==> config.mk <==
export PLATFORM = sky130hd
export DESIGN_NAME = fully_assoc_cache_lookup
export DESIGN_NICKNAME = d
export VERILOG_FILES = /design/src/rtl/core/facl_pkg.sv /design/src/rtl/core/facl_tag_ram.sv /design/src/rtl/core/facl_seq.sv /design/src/rtl/core/fully_assoc_cache_lookup.sv
export SDC_FILE = /design/constraint.sdc
export NUM_CORES = 1
export LEC_CHECK = 0
export ABC_CLOCK_PERIOD_IN_PS = 8070
export BUFFER_PORTS_ARGS = -buffer_cell sky130_fd_sc_hd__buf_2
export CORE_MARGIN = 8
export CORE_UTILIZATION = 60
export CTS_BUF_LIST = sky130_fd_sc_hd__clkbuf_2 sky130_fd_sc_hd__clkbuf_4 sky130_fd_sc_hd__clkbuf_8
export DETAILED_ROUTE_END_ITERATION = 8
export GPL_TIMING_DRIVEN = 0
export HOLD_SLACK_MARGIN = 0.05
export PLACE_DENSITY = 0.78
export SLEW_MARGIN = 20
export SYNTH_ARGS = -nofsm -noshare
export SYNTH_HDL_FRONTEND = slang
export SYNTH_SLANG_ARGS = --single-unit
==> constraint.sdc <==
create_clock -name clk -period 8.07 [get_ports clk]
set_clock_uncertainty 0.2 [all_clocks]
set_input_delay 1.614 -clock clk [delete_from_list [all_inputs] [get_ports clk]]
set_output_delay 1.614 -clock clk [all_outputs]
set_load 0.01 [all_outputs]
==> src/rtl/core/facl_pkg.sv <==
// ----------------------------------------------------------------------------
// facl_pkg
// Shared types and constants for the fully associative cache lookup block.
// ----------------------------------------------------------------------------
`default_nettype none

package facl_pkg;

    localparam int CFG_IDX_W  = 2;
    localparam int CFG_DATA_W = 5;

    localparam logic [CFG_IDX_W-1:0] CFG_REPLACE_MODE = 2'd0;
    localparam logic [CFG_IDX_W-1:0] CFG_LINE_COUNT   = 2'd1;
    localparam logic [CFG_IDX_W-1:0] CFG_OFFSET_BITS  = 2'd2;

    localparam logic       MODE_FIFO = 1'b0;
    localparam logic       MODE_LRU  = 1'b1;

    localparam logic [4:0] LINE_COUNT_RST  = 5'd16;
    localparam logic [3:0] OFFSET_BITS_RST = 4'd4;

    // lookup outcome handed from the sequencer to the output stage
    typedef struct packed {
        logic done;
        logic hit;
    } facl_result_t;

endpackage : facl_pkg

`default_nettype wire

==> src/rtl/core/facl_tag_ram.sv <==
// ----------------------------------------------------------------------------
// facl_tag_ram
// Tag storage: one write port, one read port with registered read data.
// ----------------------------------------------------------------------------
`default_nettype none

module facl_tag_ram #(
    parameter int DEPTH = 16,
    parameter int WIDTH = 32,
    parameter int AW    = 4
) (
    input  wire logic             clk,
    input  wire logic             we,
    input  wire logic [AW-1:0]    waddr,
    input  wire logic [WIDTH-1:0] wdata,
    input  wire logic [AW-1:0]    raddr,
    output logic      [WIDTH-1:0] rdata
);

    logic [WIDTH-1:0] mem [DEPTH];

    always_ff @(posedge clk)
    begin
        if (we)
        begin
            mem[waddr] <= wdata;
        end
        rdata <= mem[raddr];
    end

endmodule : facl_tag_ram

`default_nettype wire

==> src/rtl/core/facl_seq.sv <==
// ----------------------------------------------------------------------------
// facl_seq
// Lookup sequencer: walks the tag list oldest first through one comparator,
// then shifts, appends and trims the list, kept as a ring in the tag RAM.
// ----------------------------------------------------------------------------
`default_nettype none

module facl_seq
    import facl_pkg::*;
#(
    parameter int LINES     = 16,
    parameter int TAG_W     = 32,
    parameter int IDX_W     = 4,
    parameter int OCC_W     = 5
) (
    input  wire logic             clk,
    input  wire logic             rst_n,
    input  wire logic             start,
    input  wire logic [TAG_W-1:0] tag,
    input  wire logic             replace_mode,
    input  wire logic [OCC_W-1:0] cap,
    input  wire logic             out_ok,
    output logic                  idle,
    output facl_result_t          result,
    output logic                  mem_we,
    output logic      [IDX_W-1:0] mem_waddr,
    output logic      [TAG_W-1:0] mem_wdata,
    output logic      [IDX_W-1:0] mem_raddr,
    input  wire logic [TAG_W-1:0] mem_rdata
);

    localparam int SUM_W = OCC_W + 1;

    typedef enum logic [2:0] {
        S_IDLE,
        S_SEARCH,
        S_SHIFT_RD,
        S_SHIFT_WR,
        S_APPEND,
        S_TRIM,
        S_DONE
    } state_t;

    state_t             state_reg, state_next;
    logic [IDX_W-1:0]   head_reg, head_next;
    logic [OCC_W-1:0]   occ_reg, occ_next;
    logic [OCC_W-1:0]   idx_reg, idx_next;
    logic [TAG_W-1:0]   tag_reg, tag_next;
    logic               hit_reg, hit_next;
    logic [OCC_W-1:0]   idx_inc;

    // logical list position to RAM address
    function automatic logic [IDX_W-1:0] phys(input logic [IDX_W-1:0] head,
                                              input logic [OCC_W-1:0] pos);
        logic [SUM_W-1:0] sum;
        sum = SUM_W'(head) + SUM_W'(pos);
        if (sum >= SUM_W'(LINES))
        begin
            sum = sum - SUM_W'(LINES);
        end
        return IDX_W'(sum);
    endfunction

    assign idx_inc = idx_reg + OCC_W'(1);

    always_comb
    begin
        state_next = state_reg;
        head_next  = head_reg;
        occ_next   = occ_reg;
        idx_next   = idx_reg;
        tag_next   = tag_reg;
        hit_next   = hit_reg;
        mem_we     = 1'b0;
        mem_waddr  = phys(head_reg, idx_reg);
        mem_wdata  = tag_reg;
        mem_raddr  = phys(head_reg, idx_inc);

        unique case (state_reg)
            S_IDLE:
            begin
                mem_raddr = head_reg;
                if (start)
                begin
                    tag_next = tag;
                    idx_next = '0;
                    hit_next = 1'b0;
                    state_next = (occ_reg == '0) ? S_APPEND : S_SEARCH;
                end
            end
            S_SEARCH:
            begin
                if (mem_rdata == tag_reg)
                begin
                    hit_next   = 1'b1;
                    state_next = (replace_mode == MODE_LRU) ? S_SHIFT_RD : S_TRIM;
                end
                else if (idx_inc < occ_reg)
                begin
                    idx_next = idx_inc;
                end
                else
                begin
                    state_next = S_APPEND;
                end
            end
            S_SHIFT_RD:
            begin
                if (idx_inc < occ_reg)
                begin
                    state_next = S_SHIFT_WR;
                end
                else
                begin
                    // hit tag moves to the newest end
                    mem_we     = 1'b1;
                    state_next = S_TRIM;
                end
            end
            S_SHIFT_WR:
            begin
                mem_we     = 1'b1;
                mem_wdata  = mem_rdata;
                idx_next   = idx_inc;
                state_next = S_SHIFT_RD;
            end
            S_APPEND:
            begin
                mem_we = 1'b1;
                if (occ_reg == OCC_W'(LINES))
                begin
                    // full: overwrite the oldest slot and advance the head
                    mem_waddr = head_reg;
                    head_next = phys(head_reg, OCC_W'(1));
                end
                else
                begin
                    mem_waddr = phys(head_reg, occ_reg);
                    occ_next  = occ_reg + OCC_W'(1);
                end
                state_next = S_TRIM;
            end
            S_TRIM:
            begin
                if (occ_reg > cap)
                begin
                    head_next = phys(head_reg, OCC_W'(1));
                    occ_next  = occ_reg - OCC_W'(1);
                end
                else
                begin
                    state_next = S_DONE;
                end
            end
            S_DONE:
            begin
                if (out_ok)
                begin
                    state_next = S_IDLE;
                end
            end
            default:
            begin
                state_next = S_IDLE;
            end
        endcase
    end

    always_ff @(posedge clk or negedge rst_n)
    begin
        if (!rst_n)
        begin
            state_reg <= S_IDLE;
            head_reg  <= '0;
            occ_reg   <= '0;
            idx_reg   <= '0;
            hit_reg   <= 1'b0;
        end
        else
        begin
            state_reg <= state_next;
            head_reg  <= head_next;
            occ_reg   <= occ_next;
            idx_reg   <= idx_next;
            hit_reg   <= hit_next;
        end
    end

    always_ff @(posedge clk)
    begin
        tag_reg <= tag_next;
    end

    assign idle        = (state_reg == S_IDLE);
    assign result.done = (state_reg == S_DONE) && out_ok;
    assign result.hit  = hit_reg;

endmodule : facl_seq

`default_nettype wire

==> src/rtl/core/fully_assoc_cache_lookup.sv <==
// ----------------------------------------------------------------------------
// fully_assoc_cache_lookup
// Fully associative tag lookup with FIFO or LRU replacement and hit/miss totals.
// ----------------------------------------------------------------------------
// One address item is handled at a time. The tag list lives in a single-port
// read / single-port write RAM and is scanned one entry per cycle through one
// comparator, oldest first. A miss then appends the tag and trims the list; a
// FIFO hit goes straight to the trim. The next item can be accepted once the
// result has been moved into the output register. An LRU hit first reads and
// rewrites each entry newer than the hit one place toward the oldest end, then
// writes the hit tag at the newest end. Lowering line_count below the current
// fill makes the trim of the next item evict oldest entries until the fill fits.
// in_stall stays high while an item is in flight; a finished result sits in
// the output register until taken. Tags reset to no valid entries.
// ----------------------------------------------------------------------------
`default_nettype none

module fully_assoc_cache_lookup
    import facl_pkg::*;
#(
    parameter int LINES     = 16,
    parameter int ADDR_BITS = 32
) (
    input  wire logic                  clk,
    input  wire logic                  rst_n,
    input  wire logic                  in_valid,
    output logic                       in_stall,
    input  wire logic [ADDR_BITS-1:0]  address,
    output logic                       out_valid,
    input  wire logic                  out_stall,
    output logic                       hit,
    output logic [31:0]                hit_count,
    output logic [31:0]                miss_count,
    input  wire logic                  cfg_valid,
    output logic                       cfg_ready,
    input  wire logic [CFG_IDX_W-1:0]  cfg_index,
    input  wire logic [CFG_DATA_W-1:0] cfg_data
);

    localparam int IDX_W = (LINES > 1) ? $clog2(LINES) : 1;
    localparam int OCC_W = $clog2(LINES + 1);
    localparam int CMP_W = (OCC_W > 5) ? OCC_W : 5;

    logic                 replace_mode_reg;
    logic [4:0]           line_count_reg;
    logic [3:0]           offset_bits_reg;
    logic                 out_valid_reg;
    logic                 hit_reg;
    logic [31:0]          hit_count_reg;
    logic [31:0]          miss_count_reg;

    logic [ADDR_BITS-1:0] tag;
    logic [CMP_W-1:0]     lc_ext;
    logic [OCC_W-1:0]     cap;
    logic                 seq_idle;
    logic                 out_ok;
    facl_result_t         result;
    logic                 mem_we;
    logic [IDX_W-1:0]     mem_waddr;
    logic [ADDR_BITS-1:0] mem_wdata;
    logic [IDX_W-1:0]     mem_raddr;
    logic [ADDR_BITS-1:0] mem_rdata;

    assign cfg_ready = 1'b1;
    assign in_stall  = !seq_idle;
    assign out_ok    = !out_valid_reg || !out_stall;
    assign tag       = address >> offset_bits_reg;

    always_comb
    begin
        lc_ext = CMP_W'(line_count_reg);
        if (lc_ext == '0)
        begin
            cap = OCC_W'(1);
        end
        else if (lc_ext > CMP_W'(LINES))
        begin
            cap = OCC_W'(LINES);
        end
        else
        begin
            cap = OCC_W'(lc_ext);
        end
    end

    always_ff @(posedge clk or negedge rst_n)
    begin
        if (!rst_n)
        begin
            replace_mode_reg <= MODE_FIFO;
            line_count_reg   <= LINE_COUNT_RST;
            offset_bits_reg  <= OFFSET_BITS_RST;
        end
        else if (cfg_valid && cfg_ready)
        begin
            unique case (cfg_index)
                CFG_REPLACE_MODE: replace_mode_reg <= cfg_data[0];
                CFG_LINE_COUNT:   line_count_reg   <= cfg_data[4:0];
                CFG_OFFSET_BITS:  offset_bits_reg  <= cfg_data[3:0];
                default:          ;
            endcase
        end
    end

    always_ff @(posedge clk or negedge rst_n)
    begin
        if (!rst_n)
        begin
            out_valid_reg  <= 1'b0;
            hit_count_reg  <= '0;
            miss_count_reg <= '0;
        end
        else
        begin
            if (out_valid_reg && !out_stall)
            begin
                out_valid_reg <= 1'b0;
            end
            if (result.done)
            begin
                out_valid_reg <= 1'b1;
                if (result.hit)
                begin
                    if (hit_count_reg != '1)
                    begin
                        hit_count_reg <= hit_count_reg + 32'd1;
                    end
                end
                else if (miss_count_reg != '1)
                begin
                    miss_count_reg <= miss_count_reg + 32'd1;
                end
            end
        end
    end

    always_ff @(posedge clk)
    begin
        if (result.done)
        begin
            hit_reg <= result.hit;
        end
    end

    facl_seq #(
        .LINES (LINES),
        .TAG_W (ADDR_BITS),
        .IDX_W (IDX_W),
        .OCC_W (OCC_W)
    ) u_seq (
        .clk          (clk),
        .rst_n        (rst_n),
        .start        (in_valid),
        .tag          (tag),
        .replace_mode (replace_mode_reg),
        .cap          (cap),
        .out_ok       (out_ok),
        .idle         (seq_idle),
        .result       (result),
        .mem_we       (mem_we),
        .mem_waddr    (mem_waddr),
        .mem_wdata    (mem_wdata),
        .mem_raddr    (mem_raddr),
        .mem_rdata    (mem_rdata)
    );

    facl_tag_ram #(
        .DEPTH (LINES),
        .WIDTH (ADDR_BITS),
        .AW    (IDX_W)
    ) u_tag_ram (
        .clk   (clk),
        .we    (mem_we),
        .waddr (mem_waddr),
        .wdata (mem_wdata),
        .raddr (mem_raddr),
        .rdata (mem_rdata)
    );

    assign out_valid  = out_valid_reg;
    assign hit        = hit_reg;
    assign hit_count  = hit_count_reg;
    assign miss_count = miss_count_reg;

endmodule : fully_assoc_cache_lookup

`default_nettype wire

# --- After elaboration in Yosys (flattened, before gate mapping) ---
# Memories as Yosys holds them, arrays and structs flattened. A register that Yosys moved wholly into a read port is not among the register bits.
# Index checks and enable logic that the tools add are counted.
word_totals:
  romBits: 0
  input_bits: 44
  word_cells: 122
  reg_bits: 126
  out_inout_bits: 68
  latchBits: 0
  mem_bits_rw: 512
  memories: 1
mem_list:
  columns: ["name", "words", "word_bits", "rd", "rd_clocked_by_memory_dff", "wr", "line_no", "rtl"]
  rows:
  - ["u_tag_ram.mem", 16, 32, 1, 1, 1, "facl_tag_ram.sv:20", "logic [WIDTH-1:0] mem [DEPTH];"]
classes:
  mul: 0
  div: 0
  magnitude_cmp: 7
  shift: 1
  muxes: 38
  n_bitwise: 1
  n_eq_ne: 22
  n_addsub: 13
  reduce_logical: 26
op_table:
  columns: ["cell", "n"]
  rows:
  - ["32-bit by 1-bit adder with 32-bit output, second input constant", 2]
  - ["32-bit inequality test, second input constant", 2]
  - ["4-bit two-way mux", 9]
  - ["5-bit two-way mux", 7]
  - ["32-bit equality test", 1]
  - ["32-bit two-way mux", 1]
  - ["32-bit by 4-bit right shift with 32-bit output", 1]
  - ["3-bit two-way mux", 8]
  - ["3-bit case mux with 7 select lines", 1]
  - ["4-bit by 5-bit adder with 6-bit output", 3]
  - ["6-bit by 5-bit >= comparator with 1-bit output, second input constant", 3]
  - ["4-bit by 1-bit subtractor with 4-bit output, second input constant", 4]
  - ["5-bit case mux with 3 select lines", 1]
  - ["3-bit AND reduction", 5]
  - ["5-bit by 1-bit adder with 5-bit output, second input constant", 2]
  - ["5-bit zero test", 2]
  - ["2-bit by 1-bit inequality test with 1-bit output, second input constant", 5]
  - ["5-bit case mux with 2 select lines", 1]
  - ["3-bit equality test, second input constant", 3]
  - ["2-bit inequality test, second input constant", 4]
  - ["4-bit case mux with 2 select lines", 1]
  - ["2-bit AND reduction", 4]
  - ["4-bit AND reduction", 2]
  - ["1-bit two-way mux", 7]
  - ["other kinds (22)", 29]

# --- Longest topological paths before layout ---
# Gate-level depths: netlist of run 1.
depth:
  depth_word: 6
  ltp_mapped: 11
  depth_no_buf: 10

# --- Cells and area by module ---
# From an unflattened synthesis of run 1, not the netlist that was laid out.
unflattened:
  cells_unflattened: 1640
  area_unflattened_um2: 28305.9
modules_own_cells:
  columns: ["module", "cells_per_inst", "instances", "seq_area_each_um2", "area_each_um2"]
  rows:
  - ["facl_tag_ram", 838, 1, 16015.4, 19835.3]
  - ["fully_assoc_cache_lookup", 489, 1, 1909.3, 4963.5]
  - ["facl_seq", 313, 1, 1411.4, 3507.1]

# --- Worst setup path before layout of run 1 ---
# Ideal clock, no wire load.
synth_path:
  path_kind: "register to register"
  startpoint: "reg u_seq.idx_reg[0]"
  endpoint: "mem u_tag_ram.mem[12][0] (enable)"
  arrival_ns: 5.322
  required_ns: 7.357
  period_less_slack_ns: 6.035
  setup_ns: 0.513
  slack_ns: 2.035
  path_buffers: 0
  stages_incl_launch_ff: 10
  path_cell_list: "dfrtp_1 > ha_1 > xor2_1 > ha_1 > o21ai_0 > nand2b_1 > a31oi_4 > o211ai_1 > and2_1 > nor4b_1"
synth_via:
  elab_chain_len: 6
  elab_cells_between_ends: 11
  cone_classes: "add/sub (3); order compare (2); mux (6)"
synth_lines:
  columns: ["item", "line_no", "rtl"]
  rows:
  - ["start, declared", "facl_seq.sv:47", "logic [OCC_W-1:0] idx_reg, idx_next;"]
  - ["start signal, assigned", "facl_seq.sv:184", "idx_reg <= idx_next;"]
  - ["5-bit by 1-bit adder with 5-bit output", "facl_seq.sv:64", "assign idx_inc = idx_reg + OCC_W'(1);"]
  - ["5-bit less-than comparator", "facl_seq.sv:109", "if (idx_inc < occ_reg)"]
  - ["1-bit two-way mux", "facl_seq.sv:109", null]
  - ["1-bit case mux with 2 select lines", "facl_seq.sv:79", "unique case (state_reg)"]
  - ["1-bit two-way mux", "facl_tag_ram.sv:24", "if (we)"]
  - ["1-bit two-way mux (not written as such)", "facl_tag_ram.sv:26", "mem[waddr] <= wdata;"]
  - ["end, declared", "facl_tag_ram.sv:20", null]
# Parallel ways exist; a longest one is shown, timed or not.

# --- Worst setup path after layout of run 1 ---
layout_path:
  startpoint: "reg u_seq.idx_reg[0]"
  endpoint: "mem u_tag_ram.mem[12][15] (enable)"
# Same word-level chain as after synthesis.

==> results.md, run 1 <==
Setup path:
- The critical path goes through ha_1 -> xor2_1 -> ha_1 -> o21ai_0 -> nand2b_1 -> a31oi_4 -> o211ai_1 -> and2_1 -> nor4b_2 -> buf_2 -> buf_2 -> buf_4 -> buf_2.
- The slowest stage of the critical path is the nor4b_2 cell.
- The maximum fanout along the worst path is 7.
- The most numerous cell type found on the critical path is buf_2.
- STA classifies the critical path endpoint as a register.
- The critical path's top delay family is simple AND/OR/NAND/NOR gates.
- The number of buffers and inverters on the critical path is 4.
- The worst register-to-register path has a depth of 13.
- In this run the number of cells on the critical path is 13.
- At the worst endpoint, the required time is ~8300 ps.
- The path type of the worst setup path is register to register.
- On the worst path, the slowest cell contributes a delay of 570 ps.
- The worst setup path is launched from a register.
- Data arrives at the worst endpoint at between 4000 and 5000 ps.

Logic synthesis:
- Synthesis produced a netlist with a net count of roughly 1700.
- The number of storage elements in the synthesis netlist is 670.
- The mapped netlist covers roughly 29000 µm².
- Among all flip-flop cells after synthesis, the most frequent one is edfxtp_1.
- The sequential element share of the synthesized area is 0.672.
- The number of instances in the synthesized netlist is 1630.
- By area the synthesized netlist is led by edfxtp_1, mux4_2, dfrtp_1, mux2i_1, mux4_1.
- The number of flops mapped to enable cells by yosys is 545.
- The share of synthesized area in the top cell type comes to 0.569.
- The number of distinct library cell variants in the gate-level netlist after synthesis is 75.
- The async set-reset flop share out of synthesis is 0.139.
- The mean cell area of the mapped netlist is 17.6 µm².
- In the synthesized netlist, the cells that appear most often are edfxtp_1, mux2i_1, mux4_2, dfrtp_1, nand2_1.
- The cell accounting for the most synthesized area is edfxtp_1.
- The most repeated cell in the gate-level netlist after synthesis is edfxtp_1.
- The Yosys step of the flow raised 0 warnings.

Route:
- In the routed design, unresolved DRC markers number 0.
- The total detailed-routing wirelength is 67900 µm.
- The post-detailed-route count of antenna-violating nets is 0.
- The first-pass iteration count of the detailed router is 5.
- After detailed routing, the number of vias per cell comes to 6.25.
- The detailed router finished its first iteration with 1563 violations.
- Dividing the detail-routed wire length by the instance count gives 26.2 µm.
- The detailed router placed approximately 16000 vias in this run.

Run status:
- The run finished with clean final reports.

Clock tree:
- Buffers inserted during clock tree synthesis total between 100 and 150.
- The cell sitting at the root of the clock tree is a clkbuf_8.
- TritonCTS built the clock tree.
- In this run the post-CTS setup repair buffer count came out at 0.
- The number of gates given a new drive strength after cts is 0.
- The number of buffers inserted by hold repair at cts is 0.
- The later-pin clock latency in the skew report is roughly 700 ps.
- The tree built by TritonCTS fans out to 670 sinks.
- The clock tree buffer depth is 3.
- The clock-pin slew reported for the worst setup and hold paths after clock tree synthesis is roughly 60 ps.
- The count of H-tree levels built during CTS is 3.

STA:
- The count of final max-slew check failures was 0.
- Derived from the worst setup path, the maximum achievable clock frequency is ~230 MHz.
- Setup repair after global routing left no endpoint under its margin.
- At the pin with the least slew margin, the transition time is between 1000 and 1500 ps.
- The final hold violation count is 0.
- The final-report setup violation count is 0.
- For the finished layout, the period the worst path requires is roughly 4400 ps.
- The worst setup margin is 3640 ps.
- The post-route clock period utilization is 0.549.
- Final hold analysis gives a worst-case slack of a little under 300 ps.
- The headroom to the max-slew limit is 0.327.

Pwr:
- For this design the ratio of total power to cell area is 431 nW/µm².
- The part of the total power dissipated in combinational logic is 0.454.
- The share of total power dissipated in the clock network is 0.218.
- The share of total power dissipated in sequential elements is 0.328.
- The static leakage power is ~12 nW.
- The switching power summed over all nets is ~5.1 mW.
- Of the total power, the share spent switching nets is 0.357.
- The internal power component is between 9 and 10 mW.
- IR analysis of the VDD net gives a maximum drop of roughly 260 µV.

Layout:
- The register with the most flip-flops in the layout has between 500 and 600 of them.
- The final standard cell count with taps included and fillers excluded is roughly 2600.
- More flip-flops sit in one register than any other, and that register is u_tag_ram.mem.
- The fraction of final layout cells with drive strength greater than 1 is 0.293.
- The area growth from synthesis to layout is 15.2%.
- The total number of nets in the final design is 1957.
- The final instance area is 33200 µm².
- The utilization after layout is 0.697.

Hold path:
- Counting instances, the worst hold path has a depth of 1.
- The class of the worst hold path is register to register.

Floorplan:
- The I/O pin count is between 100 and 150.
- The core region is 47500 µm².
- The die span in x is around 230 µm.
- For this configuration, the core starts out at a cell density of 0.605.
- The number of placement rows is 80.
- The die footprint is 55200 µm².
- Measured along the y axis, the die boundary spans between 200 and 250 µm.

Placed design:
- The count of buffers added on input and output ports is 110.
- The placer congestion estimate is ~0.93.
- In this run the cell area measured after placement is around 30000 µm².
- The placed wire-length estimate after detailed placement is about 46000 µm.
- The number of placed instances, taps included, is approximately 2400.
- Prior to clock tree synthesis, the placed netlist has a worst setup slack of between 3000 and 4000 ps.

Global routing:
- The initial antenna violation count is 6.
- The number of global-route vias before repair was ~16000.
- Entering global routing, the biggest net connects 80 pins.
- The first global-routing pass estimated between 100000 and 150000 µm of wire.
- For this run the aggregate overflow at the end of global routing stands at 0.
- The overall global routing resource usage is 0.245.

Job:
- The max-cap violation count is 0.
## path summary, 6_finish.rpt
| path | start | endpoint | slack, ps |
|---|---|---|---|
| hold / removal | miss_count[26] | miss_count[26] | 290 |
| hold reg to reg | miss_count[26] | miss_count[26] | 290 |
| min in group asynchronous | rst_n | miss_count[30] | 540 |
| max in group asynchronous | rst_n | lc_ext[4] | 6460 |
| setup reg to reg | u_seq.idx_reg[0] | u_tag_ram.mem[12][15] | 3640 |
| setup / recovery | u_seq.idx_reg[0] | u_tag_ram.mem[12][15] | 3640 |
## kinds of logic after synthesis
kind of cell    count (synthesis)  synth area share
xor+xnor                      115            0.0355
flops                         670             0.672
fa+ha+maj                      29            0.0137
simple gates                  281            0.0509
mux                           321             0.181
buf+inv                       101            0.0222
compound gates                112            0.0246
other cells                     1          0.000130
## metrics by stage
| stage | setup TNS [ps] | total power [mW] |
|---|---|---|
| after floorplan | 0 | 9.29 |
| after global placement | -131170 | 11.0 |
| after detailed placement | 0 | 11.2 |
| after CTS | 0 | 14.4 |
| after global routing | 0 | 14.9 |
| final | 0 | 14.3 |
## metal layers
layer | share of wire | wire length [µm] | GRT usage | up-vias
met4 | 0.028 | 1900 | 0.0821 | 2
li1 | - | - | - | 6990
met2 | 0.47 | 31900 | 0.384 | 723
met5 | 0.00016 | 11 | 0 | -
met3 | 0.081 | 5480 | 0.0408 | 112
met1 | 0.42 | 28700 | 0.350 | 8359
## cell type report
| cell class | instances | area [µm²] |
|---|---|---|
| Fill cell | 2922 | 14400 |
| Inverter | 26 | 100 |
| Sequential cell | 670 | 19300 |
| Timing Repair Buffer | 151 | 1160 |
| Multi-Input combinational cell | 859 | 8890 |
| Buffer | 75 | 538 |
| Tap cell | 615 | 769 |
| Clock buffer | 150 | 1870 |
| Antenna cell | 4 | 10.0 |
| Clock inverter | 41 | 478 |
## worst register-to-register path, cell delays in order, from the launching register on
cell      delay [ps]
dfrtp_1          470
ha_1             300
xor2_1           200
ha_1             290
o21ai_0           80
nand2b_1         120
a31oi_4          120
o211ai_1         530
and2_1           290
nor4b_2          570
buf_2            300
buf_2            240
buf_4            210
buf_2            230
## power groups by stage
stage               Sequential, mW  Clock (mW)  Combinational (mW)
finish                        4.69        3.12                6.50
global route                  4.72        3.31                6.92
CTS                           4.68        3.17                6.52
detailed placement            4.75           0                6.47
global placement              4.76           0                6.23
floorplan                     4.68           0                4.60
## cells in the final DEF, fill, tap and decap left out, drive strengths merged, types with 12 or more instances in the layout
cell / count
nand2: 71
o21ai: 24
a211oi: 12
xnor2: 56
mux4: 145
edfxtp: 545
nor2b: 13
nor2: 55
mux2i: 123
ha: 25
nand3: 35
mux2: 53
and3: 13
nand4: 23
nor3: 17
dfxtp: 32
a21oi: 42
clkbuf: 182
xor2: 58
dfrtp: 91
clkinv: 29
inv: 27
buf: 194
Note: power is estimated with default switching activity, not from simulation.
==> run 2, diff against run 1 <==
--- a/config.mk
+++ b/config.mk
@@ -5,7 +5,7 @@
 export SDC_FILE = /design/constraint.sdc
 export NUM_CORES = 1
 export LEC_CHECK = 0
-export ABC_CLOCK_PERIOD_IN_PS = 8070
+export ABC_CLOCK_PERIOD_IN_PS = 4150
 export BUFFER_PORTS_ARGS = -buffer_cell sky130_fd_sc_hd__buf_2
 export CORE_MARGIN = 8
 export CORE_UTILIZATION = 60
==> constraint.sdc (replaced) <==
create_clock -name clk -period 4.15 [get_ports clk]
set_clock_uncertainty 0.2 [all_clocks]
set_input_delay 0.83 -clock clk [delete_from_list [all_inputs] [get_ports clk]]
set_output_delay 0.83 -clock clk [all_outputs]
set_load 0.01 [all_outputs]
==> run 2 against run 1 <==
Fmax increased by 11%. Sequential share of layout area decreased by 0.20 points. Routed wire length increased by 0.99%. Largest power group unchanged. Combinational power increased by 97%. Critical path depth decreased by 5. Global-route usage increased by 0.087 points. Sequential cell count unchanged. Worst hold slack got worse by 110 ps.
==> results.md, run 2 (same netlist as run 1, synthesis figures left out) <==
STA:
- The count of final max-slew check failures is 0.
- The final-layout setup total negative slack is 0 ps.
- Subtracting the final worst setup slack from the clock period gives around 4000 ps.
- The tightest hold path in the finished design has a slack of 184 ps.
- The final hold violation count was 0.
- Static timing analysis puts the maximum clock frequency at 250 MHz.
- Setup violations remaining at the end of the flow were counted as 0.
- The worst pin sits at a relative slew slack of 0.322.
- In the finished design, the share of the clock period the worst path needs comes to 0.962.
- The transition time of the tightest slew-check pin is 1010 ps.

Clock tree:
- In this run, CTS created clock tree buffers numbering slightly above 100.
- The later-pin clock latency in the skew report is 700 ps.
- CTS saw between 600 and 700 sinks.
- Counting along the longest clock path gives a buffer depth of 3.
- The H-tree generated during clock tree synthesis spans 3 levels.
- After clock tree synthesis, the clock-pin slew on the worst setup and hold paths is about 70 ps.
- TritonCTS built the clock tree.
- The cell at the root of the clock tree is clkbuf_8.

Setup path:
- For this design, the slowest cell found on the critical path is xnor2_1.
- The critical path endpoint category is a register.
- STA puts the critical path data required time at 4330 ps.
- The cell depth of the worst flop-to-flop path is 8.
- The path type of the worst setup path is register to register.
- The reg-to-reg setup timing slack is ~160 ps.
- The critical path goes through ha_1 -> a21o_1 -> a21oi_1 -> xnor2_1 -> a22oi_1 -> xnor2_1 -> and3_2 -> buf_12.
- The cell repeated most along the worst path is xnor2_1.
- In this run the worst path has a maximum fanout of 18.
- The arrival time reported for the critical path endpoint is 4170 ps.
- In this design, the stage delay of the slowest critical-path cell is 840 ps.
- STA classifies the critical path startpoint as a register.

Hold path:
- In this run the worst hold path is classified as primary input to register.
- The cell count of the worst hold path is 2.

Route:
- The residual DRC count is 0.
- The total detailed-routing wirelength is between 60000 and 70000 µm.
- The first-pass iteration count of the detailed router is 6.
- Dividing the detail-routed wire length by the instance count gives approximately 26 µm.
- The per-cell via count in the routed design is approximately 6.3.
- The initial DRC count is about 1800.
- The total via count in the routed design is ~16000.
- The count of nets left with antenna violations once routing finished came out at 0.

Floorplan:
- The area inside the core boundary is 47500 µm².
- 112 I/O pins were placed.
- The number of placement rows is 80.
- The die footprint is roughly 55000 µm².
- The die is between 200 and 250 µm wide.
- In this run the vertical extent of the chip is around 230 µm.
- The initial core utilization is 0.605.

Global routing:
- The initial antenna violation count is 4.
- The total overflow left after global routing is 0.
- The first global-routing pass estimated 103000 µm of wire.
- The number of global-route vias before repair came to 16525.
- Across every metal layer, demand over resource in global routing totals 0.246.
- The pin count of the biggest net entering global routing is 81.

Placed design:
- The placer congestion estimate is 0.925.
- Buffers placed on the I/O ports in this run total 110.
- The placed instances occupy a cell area of around 31000 µm².
- The instance count after placement with tap cells included is between 2000 and 2500.
- The placed wire-length estimate after detailed placement is about 46000 µm.

Layout:
- The layout has 2903 filler cells.
- The fraction of final layout cells with drive strength greater than 1 is 0.295.
- From synthesis to final layout, the design area changed by 15.6%.
- The total number of nets in the final design is 1968.
- The number of flip-flops under the largest register name is 512.
- Once layout is complete, the cells apart from fillers number 2598.
- After routing the design area is around 33000 µm².
- Leaving out fill and tap cells, the most frequent cell in the layout is edfxtp_1.
- The top cell types in the final layout, fill and taps aside, are edfxtp_1, buf_2, mux2i_1, mux4_2, clkbuf_8.
- u_tag_ram.mem holds more flip-flops than any other register.

Run status:
- The run finished with clean final reports.

Pwr:
- In this run the power density over the cells is between 800 and 900 nW/µm².
- In this run the static leakage power is approximately 12 nW.
- The peak supply drop is just over 700 µV.
- Total power for the finished layout comes to roughly 28 mW.

Job:
- The tool flagged a number of max-cap violations equal to 0.
==> run 2: cell types whose count changed in the layout (fill, tap and decap cells not counted), moves of 2 or more <==
cell and delta:
clkbuf_4 +11, buf_8 +3, buf_4 +5, buf_12 +3
clkbuf_8 -2, nor3b_4 +2, bufinv_16 -5, buf_2 -9
diode_2 -3, nor3b_2 -2, buf_6 +7, clkinv_2 -8
clkinv_1 +3
==> run 2: stage by stage <==
step / setup slack (ps) / utilization
after floorplan: -274 / -
after global routing: -46.1 / 0.700
after CTS: 5.02 / 0.695
after global placement: -2680 / 0.633
final: 157 / 0.700
after detailed placement: 14.5 / 0.648
==> run 2: worst paths after layout <==
kind,from,end
hold / removal,cfg_data[4],lc_ext[4]
min in group asynchronous,rst_n,miss_count[0]
setup / recovery,u_seq.head_reg[1],u_tag_ram.mem[14][14]
hold reg to reg,hit_count[9],hit_count[9]
setup reg to reg,u_seq.head_reg[1],u_tag_ram.mem[14][14]
max in group asynchronous,rst_n,lc_ext[4]
==> run 2: power breakdown <==
part           switching (mW)  total (mW)  internal (mW)
clock network            2.55        5.82           3.28
logic                    7.04        12.8           5.79
registers               0.450        9.12           8.67
total                    10.0        27.8           17.7
==> run 2: layout make-up <==
| cell class | instances | area, µm² | area share |
|---|---|---|---|
| Buffer | 75 | 539 | 0.0162 |
| Tap cell | 615 | 769 | 0.0231 |
| Clock buffer | 159 | 1930 | 0.0579 |
| Antenna cell | 1 | 2.50 | 0.0000752 |
| Inverter | 26 | 100 | 0.00301 |
| Multi-Input combinational cell | 859 | 8930 | 0.268 |
| Sequential cell | 670 | 19300 | 0.581 |
| Clock inverter | 31 | 298 | 0.00895 |
| Timing Repair Buffer | 162 | 1370 | 0.0412 |
==> run 2: critical path: cells and delay by family, from the launching register on <==
family | cells | cell delay (ps)
AO/OA/AOI/OAI | 3 | 570
XOR/XNOR | 2 | 1020
AND/OR/NAND/NOR | 1 | 740
flip-flops | 1 | 550
buffers and inverters | 1 | 260
adder cells (fa/ha/maj) | 1 | 310
==> run 2: metal layers <==
metal / global-route usage / wire length (µm) / vias to the layer above
li1: - / - / 7008
met5: 0 / 22 / -
met1: 0.349 / 28900 / 8385
met2: 0.387 / 32600 / 750
met4: 0.0764 / 1630 / 4
met3: 0.0460 / 5480 / 115
==> run 2: repair_timing <==
| action | 4_1_cts | 5_1_grt |
|---|---|---|
| resized for setup | 0 | 3 |
| setup endpoints to repair | 0 | 156 |
| buffers inserted | 0 | 21 |
| endpoints found under the hold margin | 15 | 0 |
| hold buffers | 1 | 0 |
